File: config.mk
export PLATFORM = sky130hd
export DESIGN_NAME = stepper_travel_learning_controller_top_flat
export DESIGN_NICKNAME = d
export VERILOG_FILES = /design/src/design/stlc_pkg.sv /design/src/design/stlc_if.sv /design/src/design/stlc_budget.sv /design/src/design/stepper_travel_learning_controller_top.sv /design/src/flat_wrapper.sv
export SDC_FILE = /design/constraint.sdc
export NUM_CORES = 2
export LEC_CHECK = 0
export BUFFER_PORTS_ARGS = -buffer_cell sky130_fd_sc_hd__buf_2
export CAP_MARGIN = 5
export CORE_ASPECT_RATIO = 1.2
export CORE_MARGIN = 2
export CORE_UTILIZATION = 40
export CTS_CLUSTER_SIZE = 25
export DETAILED_ROUTE_END_ITERATION = 16
export PLACE_DENSITY_LB_ADDON = 0.15
export SLEW_MARGIN = 15
export SYNTH_ARGS = -nofsm -noshare
export SYNTH_HDL_FRONTEND = slang
export SYNTH_SLANG_ARGS = --single-unit
File: constraint.sdc
create_clock -name clk_i -period 14.49 [get_ports clk_i]
set_clock_uncertainty 0.05 [all_clocks]
set_input_delay 2.898 -clock clk_i [delete_from_list [all_inputs] [get_ports clk_i]]
set_output_delay 2.898 -clock clk_i [all_outputs]
set_load 0.1 [all_outputs]
File: src/design/stlc_pkg.sv
// Package for the stepper travel learning controller.
// Holds the request and result types, the code constants and the phase table.
// No dependencies.
`timescale 1ns / 1ps
`default_nettype none

package stlc_pkg;

  localparam logic [1:0] ACT_TICK   = 2'd0;
  localparam logic [1:0] ACT_BUTTON = 2'd1;
  localparam logic [1:0] ACT_CMD    = 2'd2;

  localparam logic [3:0] CMD_STOP    = 4'd0;
  localparam logic [3:0] CMD_FORWARD = 4'd1;
  localparam logic [3:0] CMD_REVERSE = 4'd2;
  localparam logic [3:0] CMD_SWEEP   = 4'd3;

  localparam logic [1:0] MODE_STOP    = 2'd0;
  localparam logic [1:0] MODE_FORWARD = 2'd1;
  localparam logic [1:0] MODE_REVERSE = 2'd2;
  localparam logic [1:0] MODE_SWEEP   = 2'd3;

  localparam logic [1:0] ST_OK       = 2'd0;
  localparam logic [1:0] ST_BAD_CMD  = 2'd1;
  localparam logic [1:0] ST_REJECTED = 2'd2;

  localparam logic [1:0] BTN_NONE   = 2'd0;
  localparam logic [1:0] BTN_FIRST  = 2'd1;
  localparam logic [1:0] BTN_SECOND = 2'd2;

  localparam logic [15:0] DEFAULT_TRAVEL = 16'd1000;
  localparam logic [9:0]  PCT_FULL       = 10'd100;
  localparam logic [15:0] STEP_SAT       = 16'd32767;

  // Percent factors are scaled by 2^FACTOR_SHIFT; the reciprocal of 100 is
  // first formed at 2^36 and then rounded up to that scale.
  localparam int          FACTOR_SHIFT = 29;
  localparam logic [29:0] RECIP_100_36 = 30'd687194768;

  typedef struct packed {
    logic [1:0] action;
    logic [1:0] button_levels;
    logic [3:0] command_code;
    logic [9:0] percent_value;
  } in_item_t;

  typedef struct packed {
    logic [3:0]  coil_pattern;
    logic [1:0]  motor_mode;
    logic        running_flag;
    logic [1:0]  status;
    logic [31:0] steps_done;
    logic [31:0] learned_steps;
  } out_item_t;

  function automatic logic [3:0] coil_of(input logic [2:0] phase);
    logic [3:0] pattern;
    case (phase)
      3'd0: pattern = 4'b0001;
      3'd1: pattern = 4'b0011;
      3'd2: pattern = 4'b0010;
      3'd3: pattern = 4'b0110;
      3'd4: pattern = 4'b0100;
      3'd5: pattern = 4'b1100;
      3'd6: pattern = 4'b1000;
      3'd7: pattern = 4'b1001;
      default: pattern = 4'b0000;
    endcase
    return pattern;
  endfunction

endpackage

`default_nettype wire

File: src/design/stlc_if.sv
// Request and result channels of the stepper travel learning controller.
// Each carries valid, ready and a payload struct from stlc_pkg.
`timescale 1ns / 1ps
`default_nettype none

interface stlc_in_if;
  logic               valid;
  logic               ready;
  stlc_pkg::in_item_t data;

  modport source (output valid, output data, input ready);
  modport sink   (input valid, input data, output ready);
endinterface

interface stlc_out_if;
  logic                valid;
  logic                ready;
  stlc_pkg::out_item_t data;

  modport source (output valid, output data, input ready);
  modport sink   (input valid, input data, output ready);
endinterface

`default_nettype wire

File: src/design/stlc_budget.sv
// Step budget unit: travel times a scaled percent factor that holds the division
// by 100, saturated to the step limit and held at one step minimum. Uses stlc_pkg.
`timescale 1ns / 1ps
`default_nettype none

module stlc_budget (
  input  wire logic [31:0] travel_i,
  input  wire logic [29:0] factor_i,
  output logic      [15:0] steps_o
);
  import stlc_pkg::*;

  logic [61:0] product;
  logic [32:0] quotient;

  assign product  = {30'd0, travel_i} * {32'd0, factor_i};
  assign quotient = product[61:FACTOR_SHIFT];

  always_comb begin
    if (quotient > {17'd0, STEP_SAT}) begin
      steps_o = STEP_SAT;
    end else if (quotient == 33'd0) begin
      steps_o = 16'd1;
    end else begin
      steps_o = quotient[15:0];
    end
  end

endmodule

`default_nettype wire

File: src/design/stepper_travel_learning_controller_top.sv
// Top level of the stepper travel learning controller.
// Depends on stlc_pkg, the channel interfaces in stlc_if and stlc_budget.
//
//   Channel   Direction   Payload
//   in_i      sink        action, button_levels, command_code, percent_value
//   out_o     source      coil_pattern, motor_mode, running_flag, status,
//                         steps_done, learned_steps
//
// Every request gives one result. A request is held in the input register
// with its percent factor, formed on the way in, and is then resolved against
// the motor state into the result register; one request per cycle while out_o does not stall.
// Reset returns the motor state to stopped with the default travel loaded.
// A stalled result holds the result register, and the input register keeps
// taking requests until it is full as well.
`timescale 1ns / 1ps
`default_nettype none

module stepper_travel_learning_controller_top (
  input  wire logic  clk_i,
  input  wire logic  rst_ni,
  stlc_in_if.sink    in_i,
  stlc_out_if.source out_o
);
  import stlc_pkg::*;

  logic        in_valid_q;
  in_item_t    in_item_q;
  logic [29:0] factor_q, factor_d;
  logic        pct_over_q;
  logic        advance;

  logic        out_valid_q;
  out_item_t   out_item_q, out_item_d;

  logic [2:0]  phase_q, phase_d;
  logic [1:0]  mode_q, mode_d;
  logic [15:0] steps_left_q, steps_left_d;
  logic [15:0] default_travel_q, default_travel_d;
  logic        dir_q, dir_d;
  logic        running_q, running_d;
  logic [31:0] step_count_q, step_count_d;
  logic [31:0] learned_q, learned_d;
  logic [1:0]  last_button_q, last_button_d;
  logic [3:0]  coil_q, coil_d;

  logic [6:0]  pct_eff;
  logic [36:0] pct_scaled;
  logic        learned_path;
  logic [31:0] travel;
  logic [15:0] budget;
  logic [1:0]  pressed;
  logic [1:0]  status;

  assign advance    = in_valid_q && (!out_valid_q || out_o.ready);
  assign in_i.ready = !in_valid_q || advance;

  always_comb begin
    if (in_i.data.command_code == CMD_SWEEP ||
        in_i.data.percent_value > PCT_FULL) begin
      pct_eff = PCT_FULL[6:0];
    end else begin
      pct_eff = in_i.data.percent_value[6:0];
    end
    pct_scaled = {30'd0, pct_eff} * {7'd0, RECIP_100_36};
    factor_d   = 30'((pct_scaled + 37'd127) >> 7);
  end

  always_ff @(posedge clk_i or negedge rst_ni) begin
    if (!rst_ni) begin
      in_valid_q <= 1'b0;
    end else if (in_i.ready) begin
      in_valid_q <= in_i.valid;
    end
  end

  always_ff @(posedge clk_i) begin
    if (in_i.ready && in_i.valid) begin
      in_item_q  <= in_i.data;
      factor_q   <= factor_d;
      pct_over_q <= (in_i.data.command_code != CMD_SWEEP) &&
                    (in_i.data.percent_value > PCT_FULL);
    end
  end

  assign learned_path = !running_q && (learned_q != 32'd0);
  assign travel       = learned_path ? learned_q : {16'd0, default_travel_q};

  stlc_budget u_budget (
    .travel_i (travel),
    .factor_i (factor_q),
    .steps_o  (budget)
  );

  always_comb begin
    phase_d          = phase_q;
    mode_d           = mode_q;
    steps_left_d     = steps_left_q;
    default_travel_d = default_travel_q;
    dir_d            = dir_q;
    running_d        = running_q;
    step_count_d     = step_count_q;
    learned_d        = learned_q;
    last_button_d    = last_button_q;
    coil_d           = coil_q;
    status           = ST_OK;
    pressed          = BTN_NONE;

    case (in_item_q.action)
      ACT_TICK: begin
        if (mode_q inside {MODE_FORWARD, MODE_REVERSE}) begin
          if (steps_left_q != 16'd0) begin
            phase_d      = (mode_q == MODE_FORWARD) ? phase_q + 3'd1 : phase_q - 3'd1;
            coil_d       = coil_of(phase_d);
            step_count_d = step_count_q + 32'd1;
            if (!steps_left_q[15]) begin
              steps_left_d = steps_left_q - 16'd1;
            end
          end else begin
            mode_d    = MODE_STOP;
            running_d = 1'b0;
            coil_d    = 4'd0;
          end
        end else if (mode_q == MODE_SWEEP) begin
          if (in_item_q.button_levels != 2'b00) begin
            dir_d = !dir_q;
          end
          phase_d          = !dir_d ? phase_q + 3'd1 : phase_q - 3'd1;
          coil_d           = coil_of(phase_d);
          default_travel_d = default_travel_q + 16'd1;
        end else begin
          coil_d = 4'd0;
        end
      end
      ACT_BUTTON: begin
        if (!in_item_q.button_levels[0]) begin
          pressed = BTN_FIRST;
        end else if (!in_item_q.button_levels[1]) begin
          pressed = BTN_SECOND;
        end
        if (pressed != BTN_NONE) begin
          if (!running_q) begin
            dir_d         = !dir_q;
            running_d     = 1'b1;
            step_count_d  = 32'd0;
            last_button_d = pressed;
            mode_d        = dir_d ? MODE_REVERSE : MODE_FORWARD;
            steps_left_d  = 16'hFFFF;
          end else if (pressed != last_button_q) begin
            mode_d        = MODE_STOP;
            steps_left_d  = 16'd0;
            running_d     = 1'b0;
            coil_d        = 4'd0;
            learned_d     = step_count_q;
            last_button_d = BTN_NONE;
          end
        end
      end
      ACT_CMD: begin
        if (learned_path) begin
          if (!pct_over_q &&
              (in_item_q.command_code inside {CMD_FORWARD, CMD_REVERSE, CMD_SWEEP})) begin
            steps_left_d = budget;
            mode_d       = in_item_q.command_code[1:0];
            running_d    = 1'b1;
            learned_d    = 32'd0;
          end else begin
            status = ST_REJECTED;
          end
        end else begin
          case (in_item_q.command_code)
            CMD_FORWARD, CMD_REVERSE: begin
              steps_left_d = budget;
              mode_d       = in_item_q.command_code[1:0];
              running_d    = 1'b1;
              step_count_d = 32'd0;
            end
            CMD_SWEEP: begin
              dir_d            = 1'b0;
              mode_d           = MODE_SWEEP;
              default_travel_d = 16'd0;
              running_d        = 1'b1;
              step_count_d     = 32'd0;
            end
            default: begin
              mode_d       = MODE_STOP;
              steps_left_d = 16'd0;
              running_d    = 1'b0;
              coil_d       = 4'd0;
              if (in_item_q.command_code != CMD_STOP) begin
                status = ST_BAD_CMD;
              end
            end
          endcase
        end
      end
      default: begin
      end
    endcase

    out_item_d.coil_pattern  = coil_d;
    out_item_d.motor_mode    = mode_d;
    out_item_d.running_flag  = running_d;
    out_item_d.status        = status;
    out_item_d.steps_done    = step_count_d;
    out_item_d.learned_steps = learned_d;
  end

  always_ff @(posedge clk_i or negedge rst_ni) begin
    if (!rst_ni) begin
      phase_q          <= 3'd0;
      mode_q           <= MODE_STOP;
      steps_left_q     <= 16'd0;
      default_travel_q <= DEFAULT_TRAVEL;
      dir_q            <= 1'b0;
      running_q        <= 1'b0;
      step_count_q     <= 32'd0;
      learned_q        <= 32'd0;
      last_button_q    <= BTN_NONE;
      coil_q           <= 4'd0;
      out_valid_q      <= 1'b0;
    end else begin
      if (advance) begin
        phase_q          <= phase_d;
        mode_q           <= mode_d;
        steps_left_q     <= steps_left_d;
        default_travel_q <= default_travel_d;
        dir_q            <= dir_d;
        running_q        <= running_d;
        step_count_q     <= step_count_d;
        learned_q        <= learned_d;
        last_button_q    <= last_button_d;
        coil_q           <= coil_d;
      end
      if (advance) begin
        out_valid_q <= 1'b1;
      end else if (out_o.ready) begin
        out_valid_q <= 1'b0;
      end
    end
  end

  always_ff @(posedge clk_i) begin
    if (advance) begin
      out_item_q <= out_item_d;
    end
  end

  assign out_o.valid = out_valid_q;
  assign out_o.data  = out_item_q;

  a_mode_tracks_running: assert property (
    @(posedge clk_i) disable iff (!rst_ni)
    (mode_q != MODE_STOP) == running_q
  ) else $error("motor mode and running flag disagree");

  a_coils_off_when_stopped: assert property (
    @(posedge clk_i) disable iff (!rst_ni)
    (coil_q != 4'd0) |-> running_q
  ) else $error("coils driven while the motor is stopped");

  a_bounded_step_counts: assert property (
    @(posedge clk_i) disable iff (!rst_ni)
    (advance && in_item_q.action == ACT_TICK && steps_left_q != 16'd0 &&
     (mode_q == MODE_FORWARD || mode_q == MODE_REVERSE))
    |=> (step_count_q == $past(step_count_q) + 32'd1)
  ) else $error("step taken without counting it");

endmodule

`default_nettype wire

File: src/flat_wrapper.sv
// flat-port wrapper written by rule: the top's interface ports become plain ports
module stepper_travel_learning_controller_top_flat import stlc_pkg::*;
  (clk_i, rst_ni, in_i_valid, in_i_data, in_i_ready, out_o_valid, out_o_data, out_o_ready);
  stlc_in_if in_i_i ();
  stlc_out_if out_o_i ();
  input  wire logic clk_i;
  input  wire logic rst_ni;
  input wire logic [$bits(in_i_i.valid)-1:0] in_i_valid;
  input wire logic [$bits(in_i_i.data)-1:0] in_i_data;
  output wire logic [$bits(in_i_i.ready)-1:0] in_i_ready;
  output wire logic [$bits(out_o_i.valid)-1:0] out_o_valid;
  output wire logic [$bits(out_o_i.data)-1:0] out_o_data;
  input wire logic [$bits(out_o_i.ready)-1:0] out_o_ready;
  assign in_i_i.valid = in_i_valid;
  assign in_i_i.data = in_i_data;
  assign in_i_ready = in_i_i.ready;
  assign out_o_valid = out_o_i.valid;
  assign out_o_data = out_o_i.data;
  assign out_o_i.ready = out_o_ready;
  stepper_travel_learning_controller_top u_core (.clk_i(clk_i), .rst_ni(rst_ni), .in_i(in_i_i), .out_o(out_o_i));
endmodule
**Word-level counts from Yosys, hierarchy flattened**

Memory sizes are Yosys's and may differ from the RTL's.
Cells that the tools add are included.

- Register bits: 223
- Latch bits: 0
- Memory bits (writable): 0
- ROM bits: 64
- Input bits: 22
- Output and inout port bits: 75
- Word-level logic and storage cells: 182
- Memories kept: 2

- Add/subtract/negate cells: 6
- Multipliers: 2
- Divide/modulo/power cells: 0
- Order comparisons: 2
- Eq/ne operators: 25
- Shifts and indexed selects: 0
- Mux-type cells: 87
- Bitwise logic cells: 0
- Reductions and logical operators: 34

Memory list:

| name | depth | width | read ports | clocked after memory_dff | wr ports | RTL line | source |
|---|---|---|---|---|---|---|---|
| (no name shown) | 8 | 4 | 1 | 0 | 0 | stlc_pkg.sv:58 | `case (phase)` |
| (no name shown) | 8 | 4 | 1 | 0 | 0 | stlc_pkg.sv:58 |  |

Operators with widths:

| kind | number |
|---|---|
| 2-to-1 mux 32 bit | 12 |
| 2-to-1 mux 16 bit | 14 |
| case mux 32 bit (3 select lines) | 1 |
| case mux 16 bit (2 select lines) | 2 |
| case mux 32 bit (2 select lines) | 1 |
| multiplier 32 x 30 -> 62 bit | 1 |
| case mux 16 bit (3 select lines) | 1 |
| adder 37 x 7 -> 37 bit (second input constant) | 1 |
| > comparator 33 x 15 -> 1 bit (second input constant) | 1 |
| zero test 33 bit | 1 |
| multiplier 7 x 26 -> 33 bit (second input constant) | 1 |
| adder 32 x 1 -> 32 bit (second input constant) | 1 |
| 2-to-1 mux 2 bit | 16 |
| 2-to-1 mux 4 bit | 8 |
| nonzero test 32 bit | 1 |
| 2-to-1 mux 1 bit | 21 |
| adder 16 x 1 -> 16 bit (second input constant) | 1 |
| AND reduction 8 bit | 2 |
| nonzero test 16 bit | 1 |
| subtractor 16 x 1 -> 16 bit (second input constant) | 1 |
| 2-to-1 mux 3 bit | 5 |
| == test 4 x 2 -> 1 bit (second input constant) | 3 |
| != test 2 bit (second input constant) | 6 |
| case mux 4 bit (3 select lines) | 1 |
| other kinds (27) | 53 |

**Longest topological paths before layout**

- Depth after elaboration: 10
- Gate-level depth with buffers: 39
- Gate-level depth less buffers: 32

**Cells and area by module**

Synthesis repeated with hierarchy kept, for this count alone.

- Cells, all modules: 5167
- Area total of the unflattened synthesis: 46557.2 um2

By module, submodules not included:

| module | instances | cells each | area an instance (um2) |
|---|---|---|---|
| stlc_budget | 1 | 3622 | 32070.8 |
| stepper_travel_learning_controller_top | 1 | 1545 | 14486.4 |

**Least setup slack after synthesis**

OpenSTA, ideal clock, no wires.

- Path kind: register -> register
- Start: register u_core.learned_q[30]
- End: register u_core.steps_left_q[12]
- Data arrival time: 9.668 ns
- Slack: 4.648 ns
- Stages on the path, launching flop included: 35
- Buffers on the path: 6
- Period minus slack after synthesis: 9.842 ns
- Cell sequence: dfrtp_1 -> buf_2 -> nor4_1 -> and4_1 -> a21oi_2 -> buf_6 -> clkbuf_1 -> clkbuf_1 -> clkbuf_1 -> and2_1 -> clkbuf_1 -> nand2_1 -> fa_1 -> inv_1 -> fa_1 -> fa_1 -> inv_1 -> fa_1 -> inv_1 -> fa_1 -> fa_1 -> fa_1 -> fa_1 -> ha_1 -> a21oi_1 -> o21ai_1 -> a41o_1 -> or3_1 -> nor3_4 -> a2111oi_2 -> or4_1 -> a211oi_1 -> nand4b_1 -> or3_1 -> a211o_1

- Word-level cells in the longest chain between the ends: 10
- Elaborated cells between the ends (all ways): 15
- Classes of those cells: 1 x mul; 1 x order compare; 2 x eq/ne; 7 x mux; 4 x reduce/logical

Ends and longest elaborated chain:

| what | RTL line | source |
|---|---|---|
| start, declared | stepper_travel_learning_controller_top.sv:42 | `logic [31:0] learned_q, learned_d;` |
| start signal, assigned | stepper_travel_learning_controller_top.sv:230 | `learned_q <= learned_d;` |
| parallel branches: the longest is 10 deep, another holds multiplier 32 x 30 -> 62 bit | - |  |
| end signal, assigned | stepper_travel_learning_controller_top.sv:225 | `steps_left_q <= steps_left_d;` |
| end, declared | stepper_travel_learning_controller_top.sv:37 | `logic [15:0] steps_left_q, steps_left_d;` |

Parallel ways; which one is timed is not known. The select of a mux whose other input is x is not followed.
A chain may end at the register's enable or synchronous reset.

**Worst setup path after layout**

- Start: register u_core.learned_q[22]
- End: register u_core.steps_left_q[9]

Same word-level chain as after synthesis.

==> flow_summary.toml <==
[critical_path]
cp_common_cell = "fa_1"
critPathLaunch = "u_core.learned_q[22]"
startpoint_type = "register"
r2r_start = "u_core.learned_q[22]"
cp_slowest_stage_delay_ns = 0.86
critPathSlowestCell = "and2_0"
crit_arrival_ns = 11.68
endpoint_kind = "register"
cp_max_fo = 31
crit_required_ns = 14.89
worstSetupPathType = "register to register"

[sta]
setup_viol = 0
finalHoldViolations = 0
report.final.slew_viol_count = 0
fmax_mhz = 88.7
period_needed_ns = 11.28
hold_ws_ns = 0.438
fin_crit_sh_pct = 77.8
tightest_slew_ns = 1.06
slew_headroom_pct = 29.0
tns_ns = 0
grt_setup_unrepaired = "no"

[run_status]
status = "completed"

[synth]
ys.flop_type = "edfxtp_1"
yosysSeqAreaShare_pct = 13.3
synth_cells = 5191
synth_edf_count = 112
syn-cell-area_mm2 = 0.0464
synth_async_sr_flop_share_pct = 49.8
synth_cell_types = 85
ys_ff_latch = 223
yosys_warnings = 0
synth_fp_nets = 6414
synth.avg_cell_area_um2 = 8.93

[finish]
drive_above_1_share_pct = 5.10
syn_to_final_growth_pct = 5.46
diodes = 0
nNetsFinal = 6303

[floorplanning]
design.core.area_mm2 = 0.115
pin_count = 97
design.die.area_mm2 = 0.119
dieHeight_um = 377
fp-row-count = 136
initial_core_util_pct = 40.4
chipWidth_um = 315

[clocking]
hold_buffers = 0
cts.sinks = 223
cts-resized-gates = 0
cts_inserted_buffers = 24
clockBufferDepth = 3
htreeDepth = 1
clk_latency_ns = 0.58
cts_setup_buffers = 0
clkTransAtPathRegs_ns = 0.07
cts_tree = "done"
cts_root_buf = "clkbuf_16"

[grt]
grt-busiest-layer = "met2"
grt_use_met2_pct = 42.2
antenna_found_initial = 6
grt_overflow = 0
grt_use_met3_pct = 1.32
grt_max_degree = 113
met1_usage_pct = 31.3
first_global_vias = 37400
grt_pass1_wl_um = 219000
grt_usage_pct = 23.5

[routing]
dr.pass1.iters = 5
route.detailed.drc = 0
routed-via-count = 35100
drt-total-wl_um = 136000
vias_per_cell = 5.31
first_iter_violations = 2094
antenna_left = 0
wire_per_inst_um = 20.5

[min_path]
hold_path_class = "register to register"
hold_start = "u_core.coil_q[0]"

[flow_run]
cap_violations = 0

[placement]
port_buffers = 96
dp.final_hpwl_um = 109000
place.gp.congestion = 0.920
-- per-stage QoR --
step                      cells  util, %  worst slack [ns]  area (um2)
after CTS                  6616     42.6              3.19       48900
final                      6616     42.6              3.21       48900
after global routing       6616     42.6              2.63       48900
after global placement     6572     41.9              3.36       48100
after floorplan            5191        -              4.65       46400
after detailed placement   6572     41.9              3.24       48100
-- worst paths after layout --
check / slack [ns] / endpoint / depth (start not counted)
setup / recovery: 3.21 / u_core.steps_left_q[9] / 30
hold / removal: 0.44 / u_core.coil_q[0] / 2
max in group asynchronous: 10.75 / u_core.step_count_q[28] / 2
min in group asynchronous: 2.37 / u_core.step_count_q[9] / 1
setup reg to reg: 3.21 / u_core.steps_left_q[9] / 30
hold reg to reg: 0.44 / u_core.coil_q[0] / 2
-- cells in the final DEF (no fill, tap or decap), drive strengths merged, types with 16 or more instances in the layout --
cell type	instances
a211oi	20
o211ai	20
nor2	176
nand4	50
a22o	34
ha	340
nor4	27
inv	965
xor2	30
or3	19
nand3	50
nand2b	18
o21bai	17
dfrtp	105
nor3	55
and2	317
xnor2	65
o31ai	24
nand2	697
nor2b	16
clkbuf	31
mux2	23
buf	164
a31oi	27
edfxtp	112
a21oi	144
a21o	43
and3	322
fa	861
o21ai	158
-- cell families (layout without fill, tap and decap cells) --
kind of cell,count (synthesis),after routing,share of synthesized area (%)
AO/OA/AOI/OAI,582,582,8.14
adder cells (fa/ha/maj),1201,1201,46.3
flip-flops,223,223,13.3
buffers and inverters,1265,1172,10.3
AND/OR/NAND/NOR,1793,1793,19.4
multiplexers,32,32,0.780
XOR/XNOR,95,95,1.79
-- sequential cells by signal, summed over array words and instances (netlist names) --
| name | count |
|---|---|
| u_core.in_valid_q | 1 |
| u_core.in_item_q | 8 |
| u_core.factor_q | 30 |
| u_core.step_count_q | 32 |
| u_core.phase_q | 3 |
| u_core.steps_left_q | 16 |
| u_core.default_travel_q | 16 |
| u_core.coil_q | 4 |
| u_core.dir_q | 1 |
| u_core.running_q | 1 |
| u_core.last_button_q | 2 |
| u_core.mode_q | 2 |
| u_core.out_o.valid | 1 |
| u_core.out_o.data | 73 |
| u_core.learned_q | 32 |
| u_core.pct_over_q | 1 |
-- metal layers --
layer / up-vias / wire length, um
li1: 16200 / -
met3: 135 / 4690
met5: - / 0
met4: 0 / 2930
met2: 707 / 69100
met1: 18100 / 59000
-- critical path, delay by kind of cell (launching register included) --
kind	cells	cell delay (ns)
adders and majority gates	9	4.54
DFF	1	0.32
AOI/OAI and AO/OA	5	1.80
buffers and inverters	5	0.95
xor gates and xnor gates	1	0.17
and+or+nand+nor	10	3.30
-- Yosys cell counts (11+ instances only) --
library cell  count  share of area (%)
inv_1           963                7.8
fa_1            861                 37
nand2_1         697                5.6
ha_1            340                9.2
and3_1          322                4.3
and2_1          312                4.2
clkbuf_1        283                2.3
nor2_1          176                1.4
o21ai_0         149                1.6
a21oi_1         141                1.5
edfxtp_1        112                7.3
dfrtp_1         105                5.7
xnor2_1          65                1.2
nor3_1           53               0.57
nand3_1          50               0.54
nand4_1          50               0.67
a21o_1           43               0.70
a22o_1           34               0.64
xor2_1           30               0.57
a31oi_1          27               0.36
nor4_1           27               0.36
o31ai_1          24               0.39
mux2_2           23               0.56
a211oi_1         20               0.32
o211ai_1         20               0.32
or3_1            19               0.26
nand2b_1         18               0.24
o21bai_1         17               0.28
nor2b_1          16               0.22
o21a_1           11               0.18
or2_2            11               0.15
-- area by class of cell --
class	count	area (um2)
well taps	1518	1900
inverters	964	3620
flip-flops and latches	223	6150
multi-input cells	3703	35500
repair buffers	164	1010
clock buffers	31	627
clock inverters	13	133
fillers	11400	66000
Power is left out: the tool's default activity adds up to more than one toggle a clock period on the data nets, which glitch-free logic cannot reach.
